--- src/design/deu_pkg.sv ---
// ----------------------------------------------------------------------------
// deu_pkg: shared constants for the equirectangular projection block
// Fixed-point widths, the arctangent table and configuration register codes.
// ----------------------------------------------------------------------------
package deu_pkg;

	localparam int ANGLE_STEPS_DEF = 16;
	localparam int ATAN_LEN        = 24;

	localparam int IN_W    = 16;
	localparam int SQ_W    = 32;
	localparam int RAD_W   = 48;
	localparam int ROOT_W  = 24;
	localparam int VEC_W   = 26;
	localparam int CW      = 44;
	localparam int AW      = 26;
	localparam int SIZE_W  = 13;
	localparam int PROD_W  = 40;
	localparam int RAW_W   = 26;
	localparam int COORD_W = 21;

	localparam int CFG_IDX_W  = 2;
	localparam int CFG_DATA_W = 16;

	localparam logic [CFG_IDX_W-1:0] REG_IMAGE_WIDTH  = 2'd0;
	localparam logic [CFG_IDX_W-1:0] REG_IMAGE_HEIGHT = 2'd1;

	localparam logic [SIZE_W-1:0] WIDTH_RST  = 13'd2048;
	localparam logic [SIZE_W-1:0] HEIGHT_RST = 13'd1024;

	localparam logic signed [AW-1:0] HALF_TURN = 26'sd8388608;

	localparam logic [21:0] ATAN_TAB [ATAN_LEN] = '{
		22'd2097152, 22'd1238021, 22'd654136, 22'd332050,
		22'd166669,  22'd83416,   22'd41718,  22'd20860,
		22'd10430,   22'd5215,    22'd2608,   22'd1304,
		22'd652,     22'd326,     22'd163,    22'd81,
		22'd41,      22'd20,      22'd10,     22'd5,
		22'd3,       22'd1,       22'd1,      22'd0
	};

	localparam int SQRT_STAGES = 12;

	function automatic int deu_latency(input int steps);
		return steps + 19;
	endfunction

endpackage

--- src/design/deu_sqrt.sv ---
// ----------------------------------------------------------------------------
// deu_sqrt: pipelined integer square root
// Two result bits per stage, floor(sqrt) of a 48-bit radicand, with sideband.
// ----------------------------------------------------------------------------
module deu_sqrt import deu_pkg::*; #(
	parameter int SIDE_W = 48
) (
	input  logic              clk,
	input  logic              arst_n,
	input  logic              valid_i,
	input  logic [RAD_W-1:0]  rad_i,
	input  logic [SIDE_W-1:0] side_i,
	output logic              valid_o,
	output logic [ROOT_W-1:0] root_o,
	output logic [SIDE_W-1:0] side_o
);

	localparam int REM_W = ROOT_W + 2;

	logic              v_s    [SQRT_STAGES+1];
	logic [RAD_W-1:0]  rad_s  [SQRT_STAGES+1];
	logic [REM_W-1:0]  rem_s  [SQRT_STAGES+1];
	logic [ROOT_W-1:0] root_s [SQRT_STAGES+1];
	logic [SIDE_W-1:0] side_s [SQRT_STAGES+1];

	function automatic logic [REM_W+ROOT_W-1:0] sqrt_step(
		input logic [REM_W-1:0]  rem,
		input logic [ROOT_W-1:0] root,
		input logic [1:0]        bits
	);
		logic [REM_W:0]   rem_n;
		logic [REM_W:0]   trial;
		logic [ROOT_W-1:0] root_n;
		rem_n = {rem[REM_W-2:0], bits};
		trial = {1'b0, root, 2'b01};
		if (rem_n >= trial) begin
			rem_n  = rem_n - trial;
			root_n = {root[ROOT_W-2:0], 1'b1};
		end else begin
			root_n = {root[ROOT_W-2:0], 1'b0};
		end
		return {rem_n[REM_W-1:0], root_n};
	endfunction

	assign v_s[0]    = valid_i;
	assign rad_s[0]  = rad_i;
	assign rem_s[0]  = '0;
	assign root_s[0] = '0;
	assign side_s[0] = side_i;

	for (genvar g = 0; g < SQRT_STAGES; g++) begin : g_stage
		logic [REM_W+ROOT_W-1:0] a;
		logic [REM_W+ROOT_W-1:0] b;
		always_comb begin
			a = sqrt_step(rem_s[g], root_s[g], rad_s[g][RAD_W-1 -: 2]);
			b = sqrt_step(a[REM_W+ROOT_W-1:ROOT_W], a[ROOT_W-1:0], rad_s[g][RAD_W-3 -: 2]);
		end
		always_ff @(posedge clk or negedge arst_n) begin
			if (!arst_n) begin
				v_s[g+1] <= 1'b0;
			end else begin
				v_s[g+1] <= v_s[g];
			end
		end
		always_ff @(posedge clk) begin
			rad_s[g+1]  <= {rad_s[g][RAD_W-5:0], 4'b0};
			rem_s[g+1]  <= b[REM_W+ROOT_W-1:ROOT_W];
			root_s[g+1] <= b[ROOT_W-1:0];
			side_s[g+1] <= side_s[g];
		end
	end

	assign valid_o = v_s[SQRT_STAGES];
	assign root_o  = root_s[SQRT_STAGES];
	assign side_o  = side_s[SQRT_STAGES];

endmodule

--- config.mk ---
export PLATFORM = sky130hd
export DESIGN_NAME = deu_sqrt
export DESIGN_NICKNAME = d
export VERILOG_FILES = /design/src/design/deu_pkg.sv /design/src/design/deu_sqrt.sv
export SDC_FILE = /design/constraint.sdc
export NUM_CORES = 2
export LEC_CHECK = 0
export BUFFER_PORTS_ARGS = -buffer_cell sky130_fd_sc_hd__buf_4
export CAP_MARGIN = 0
export CORE_MARGIN = 2
export CORE_UTILIZATION = 40
export CTS_CLUSTER_DIAMETER = 60
export DETAILED_ROUTE_END_ITERATION = 16
export GPL_ROUTABILITY_DRIVEN = 0
export PLACE_DENSITY = 0.57
export SKIP_CTS_REPAIR_TIMING = 1
export SYNTH_ARGS = -nofsm -noshare
export SYNTH_HDL_FRONTEND = slang
export SYNTH_SLANG_ARGS = --single-unit
--- constraint.sdc ---
create_clock -name clk -period 9.3 [get_ports clk]
set_input_delay 1.395 -clock clk [delete_from_list [all_inputs] [get_ports clk]]
set_output_delay 1.395 -clock clk [all_outputs]
set_load 0.02 [all_outputs]
# Word-level counts from Yosys, hierarchy flattened
# Cells that the tools add are included.
[totals] ff_bits=1283 wordCells=152 mem_bits_ro=0 in_bits=99 mem_count=0 latch_bits=0 out_inout_bits=73 ram_bits=0
[op_classes] magnitude_cmp=24 n_reduce_logical=0 bitwise_logic=0 n_shift=0 eq_ne=0 n_mul=0 muxes=47 div_mod_pow=0 addsub=23
[ops] cell="$mux 25" count=23
[ops] cell="$ge 27x10->1" count=1
[ops] cell="$ge 27x11->1" count=1
[ops] cell="$ge 27x12->1" count=1
[ops] cell="$ge 27x13->1" count=1
[ops] cell="$ge 27x14->1" count=1
[ops] cell="$ge 27x15->1" count=1
[ops] cell="$ge 27x16->1" count=1
[ops] cell="$ge 27x17->1" count=1
[ops] cell="$ge 27x18->1" count=1
[ops] cell="$ge 27x19->1" count=1
[ops] cell="$ge 27x20->1" count=1
[ops] cell="$ge 27x21->1" count=1
[ops] cell="$ge 27x22->1" count=1
[ops] cell="$ge 27x23->1" count=1
[ops] cell="$ge 27x24->1" count=1
[ops] cell="$ge 27x25->1" count=1
[ops] cell="$ge 27x3->1" count=1
[ops] cell="$ge 27x4->1" count=1
[ops] cell="$ge 27x5->1" count=1
[ops] cell="$ge 27x6->1" count=1
[ops] cell="$ge 27x7->1" count=1
[ops] cell="$ge 27x8->1" count=1
[ops] cell="$ge 27x9->1" count=1
[ops] cell="25 further kinds" count=48

# Depth between registers and ports, before layout
[depth] ltp_word=4 ltp_mapped=28 ltp_nobuf=25

# Worst setup path before layout
# Ideal clock, no wire load.
[synth_path] kind="reg2reg" start="register root_s[54] (netlist name)" end="register rem_s[44] (netlist name)" setup_slack_ns=3.398 required_ns=9.179 path_buffers=5 period_less_slack_ns=5.902 setup_time_ns=0.121 stages_incl_launch_ff=26 t_arrival_ns=5.781 path_cell_list="dfxtp_1 > inv_1 > ha_1 > a211o_1 > a2111oi_1 > a21oi_1 > and3_1 > or2_2 > clkbuf_1 > inv_1 > clkbuf_1 > buf_1 > nand2_1 > o21ai_0 > ha_1 > clkbuf_1 > nand3_1 > nor2_1 > or4b_1 > a2111oi_1 > o21ai_0 > and2_1 > and2_1 > clkbuf_1 > inv_1 > mux2_2"
[synth_via] elab_chain_len=4
[synth_rtl] item="start: declaration" line="deu_sqrt.sv:23" rtl="logic [ROOT_W-1:0] root_s [SQRT_STAGES+1];"
[synth_rtl] item="start signal: indexed assignment" line="deu_sqrt.sv:68" rtl="root_s[g+1] <= b[ROOT_W-1:0];"
[synth_rtl] item="$sub 25x22->25 or $ge 27x22->1 (tied branches)" line="deu_sqrt.sv:37, deu_sqrt.sv:36"
[synth_rtl] item="$mux 25 or $mux 1 (tied branches)" line="deu_sqrt.sv:36" rtl="if (rem_n >= trial) begin"
[synth_rtl] item="$sub 25x23->25 or $ge 27x23->1 (tied branches)" line="deu_sqrt.sv:37, deu_sqrt.sv:36"
[synth_rtl] item="$mux 25 (*)" line="deu_sqrt.sv:36"
[synth_rtl] item="net g_stage[10].b[42]" line="deu_sqrt.sv:53" rtl="logic [REM_W+ROOT_W-1:0] b;"
[synth_rtl] item="end signal: indexed assignment" line="deu_sqrt.sv:67" rtl="rem_s[g+1] <= b[REM_W+ROOT_W-1:ROOT_W];"
[synth_rtl] item="end: declaration" line="deu_sqrt.sv:22" rtl="logic [REM_W-1:0] rem_s [SQRT_STAGES+1];"
# The timed path passes the listed nets; every way through them passes the cells marked *.

# Worst setup path in the final report
[layout_path] start="register root_s[89] (netlist name)" end="register rem_s[62] (netlist name)"
[layout_via] elab_chain_len=4
[layout_rtl] item="$ge 27x20->1 or $sub 25x20->25 (tied branches)" line="deu_sqrt.sv:36, deu_sqrt.sv:37"
[layout_rtl] item="$mux 25 or $mux 1 (tied branches)" line="deu_sqrt.sv:36"
[layout_rtl] item="$sub 25x21->25 or $ge 27x21->1 (tied branches)" line="deu_sqrt.sv:37, deu_sqrt.sv:36"
[layout_rtl] item="$mux 25 (*)" line="deu_sqrt.sv:36"
[layout_rtl] item="net g_stage[9].b[34]" line="deu_sqrt.sv:53"
# Marked as above.

==> results.toml <==
[critical_path]
worstPathMaxFanout = 36
crit_type = "reg -> reg"
slowest_stage = "clkinv_1"
required_ns = 9.95
path_buf_inv = 5
crit_chain = "inv_1 -> ha_1 -> inv_1 -> nor4_1 -> and2_1 -> o211ai_1 -> nand2_1 -> clkinv_1 -> o21ai_0 -> ha_1 -> a21o_1 -> a21o_1 -> a21oi_1 -> o211ai_1 -> a31o_2 -> a31oi_1 -> o21ai_0 -> nor3_1 -> and3_1 -> buf_4 -> inv_1 -> mux2_2"
crit_path_start_kind = "flop"
critPathMaxStageDelay_ns = 0.88
cp_common_cell = "inv_1"
end_kind = "flop"
path_delay_family = "compound AO/OA/AOI/OAI gates"
critPathArrivalTime_ns = 7.78

[floorplanning]
core.rowCount = 129
die-area_sq_um = 127000
dieHeight_microns = 356
initial_core_util_pct = 40.2
ios = 172
core_area_sq_um = 123000
die_width_microns = 356

[power_and_ir_drop]
swShare_pct = 31.5
ir_drop_v = 0.000211
switchingPower_mw = 5.03
p_seq_share_pct = 41.2
leakagePower_nw = 25.8
p_int_mw = 10.9
combPwrFrac_pct = 23.5
power_frac_clock_pct = 35.3
power_density_nw_per_um2 = 279

[sta]
drv_slew = 0
setup_slack_ns = 2.17
final.setup.tns_ns = 0
max_freq_mhz = 140
relSlewSlack_pct = 14.9
final.min_clock_period_ns = 7.13
tightest_slew_ns = 1.27
rsz0062_at_grt = "no"
period_share_pct = 76.7
skew_ns = 0.0423
setup_violations = 0
finalHoldViolations = 0

[route]
routed_wl_mm = 113
drc_errors = 0
routedWlPerCell_microns = 16.3
drtIter0Drc = 2889
postRouteAntennaNets = 0
firstDrtPassIters = 5
num_vias = 35300
via_per_inst = 5.11

[clock_tree]
cts_buffer_depth = 3
cts_buffers = 142
cts.clk_slew.worst_paths_ns = 0.06
htree_num_levels = 4
clk_latency_ns = 0.79
cts_sinks = 1268
clockRootBuffer = "clkbuf_16"
cts_tree = "built"

[job]
max_cap_violations = 0

[synth]
synth-xor-area-share_pct = 6.69
synth_fa_ha_area_share_pct = 8.09
synth_top_family_by_area = "compound AO/OA/AOI/OAI gates"
synthCells = 4980
synth_compound_area_share_pct = 14.3
synth_edf_count = 0
yosys_warnings = 0
ys_seq_area_share_pct = 51.2
synth_flop_cell = "dfxtp_1"
synthSimpleGateAreaFrac_pct = 14.3
yosys-mux-area-fraction_pct = 1.69
async_reset_ff_share_pct = 0.946
synth_area_per_cell_sq_um = 9.97
synth_area_sq_um = 49700
ys_ff_latch = 1268
yosys.cell_types.count = 105

[global_route]
antenna_found_initial = 5
track_usage_pct = 17.5
grt_pass1_vias = 33100
grt_max_degree = 37
grt_pass1_wl_mm = 178
overflow = 0

[finish]
fillers = 11500
drive_gt1_share_pct = 10.4
antenna_cells = 0
synthToLayoutAreaGrowth_pct = 15.3
nets = 5575

[worst_hold_path]
hold_path.class = "reg -> reg"

[placed_design]
dp_slack_ns = 2.30
dp_hpwl_mm = 86.1
port_buffers = 171

[status]
status = "finished, final reports clean"
synthesized netlist by cell type (16+ instances only):
master	number	area, sq um
nand2b_1	61	382
nor4b_1	16	140
or2_2	23	144
o21a_1	68	510
a21oi_1	295	1480
a21boi_0	16	120
nor3_1	127	636
mux2i_1	22	220
nand2_1	369	1390
and2_1	27	169
ha_1	321	4020
a2111oi_0	17	149
or4_1	22	165
nor4_1	56	350
o21bai_1	38	285
nand3b_1	18	135
nand3_1	100	500
o31ai_1	36	270
nand4_1	58	363
mux2_2	53	597
and3_1	42	263
a211oi_1	35	263
a21o_1	142	1070
dfxtp_1	1256	25100
nor2b_1	34	213
o211ai_1	23	173
xor2_1	134	1170
or3_1	42	263
nor2_1	335	1260
xnor2_1	245	2150
a31oi_1	21	131
o21ai_0	260	1300
inv_1	261	980
buf_4	48	360
clkbuf_1	86	323
flip-flops by register name, summed over array words and instances, names as in the netlist:
signal	flops
v_s	11
rad_s	264
root_s	132
side_o	48
valid_o	1
root_o	24
side_s	528
rem_s	260
cell families after synthesis:
family | count (synthesis)
flops | 1268
buf+inv | 424
simple gates | 1406
fa+ha+maj | 321
other cells | 1
xor+xnor | 379
compound gates | 1104
mux | 77
final cells by class:
class | instances | area [sq um] | area share, %
sequential | 1268 | 25400 | 44.4
multi-input combinational | 3290 | 22400 | 39.1
clock buffer | 183 | 3920 | 6.84
tap | 1637 | 2050 | 3.58
timing repair buffer | 183 | 1370 | 2.40
clock inverter | 79 | 1040 | 1.82
inverter | 270 | 1020 | 1.78
worst register-to-register path: stages (launching register included):
cell      delay [ns]
dfxtp_1         0.33
inv_1           0.07
ha_1            0.39
inv_1           0.10
nor4_1          0.53
and2_1          0.24
o211ai_1        0.21
nand2_1         0.47
clkinv_1        0.88
o21ai_0         0.53
ha_1            0.36
a21o_1          0.18
a21o_1          0.17
a21oi_1         0.23
o211ai_1        0.11
a31o_2          0.24
a31oi_1         0.34
o21ai_0         0.15
nor3_1          0.25
and3_1          0.19
buf_4           0.22
inv_1           0.38
mux2_2          0.41
worst paths after layout:
check	to	slack, ns	cells after the start	from
setup reg to reg	rem_s[62]$_DFF_P_	2.17	22	root_s[89]$_DFF_P_
hold / removal	side_o[32]$_DFF_P_	0.31	0	side_s[80]$_DFF_P_
max in group asynchronous	v_s[4]$_DFF_PN0_	8.72	1	arst_n
hold reg to reg	side_o[32]$_DFF_P_	0.31	0	side_s[80]$_DFF_P_
setup / recovery	rem_s[62]$_DFF_P_	2.17	22	root_s[89]$_DFF_P_
min in group asynchronous	v_s[2]$_DFF_PN0_	0.43	1	arst_n
per-stage QoR:
step	cells	hold WS, ns	instance area [sq um]	power, mW	util (%)
2_1_floorplan	4982	0.310	49700	9.40	-
3_3_place_gp	6648	0.310	52300	10.4	42.4
3_5_place_dp	6648	0.312	52300	10.4	42.4
4_1_cts	6910	0.301	57300	16.1	46.4
5_1_grt	6910	0.315	57300	16.9	46.4
6_report	6910	0.314	57300	16.0	46.4
metal layers:
layer,GRT usage (%),share of wire [%],up-vias
met1,25.0,49,16400
met5,0,0.051,-
met3,3.71,6.2,175
li1,-,-,17800
met2,26.2,43,941
met4,5.53,2.3,8
layout by cell type, fill, tap and decap left out, types with 38 or more instances in the layout:
cell type and instances:
xnor2_1 245, o21a_1 68, or3_1 42, dfxtp_1 1256, buf_4 183, inv_1 261
ha_1 321, xor2_1 134, nor2_1 335, nand4_1 58, o21bai_1 38, a21oi_1 295
nor4_1 56, clkbuf_16 143, nand3_1 100, nor3_1 127, a21o_1 142, mux2_2 53
nand2b_1 61, o21ai_0 259, nand2_1 369, and3_1 42
power groups by stage:
stage / logic (mW) / clock network [mW] / registers (mW)
floorplan: 2.93 / 0 / 6.47
global placement: 3.69 / 0 / 6.68
detailed placement: 3.70 / 0 / 6.69
CTS: 3.72 / 5.83 / 6.58
global route: 4.18 / 6.06 / 6.65
finish: 3.76 / 5.64 / 6.57
Note: power is estimated with default switching activity, not from simulation.
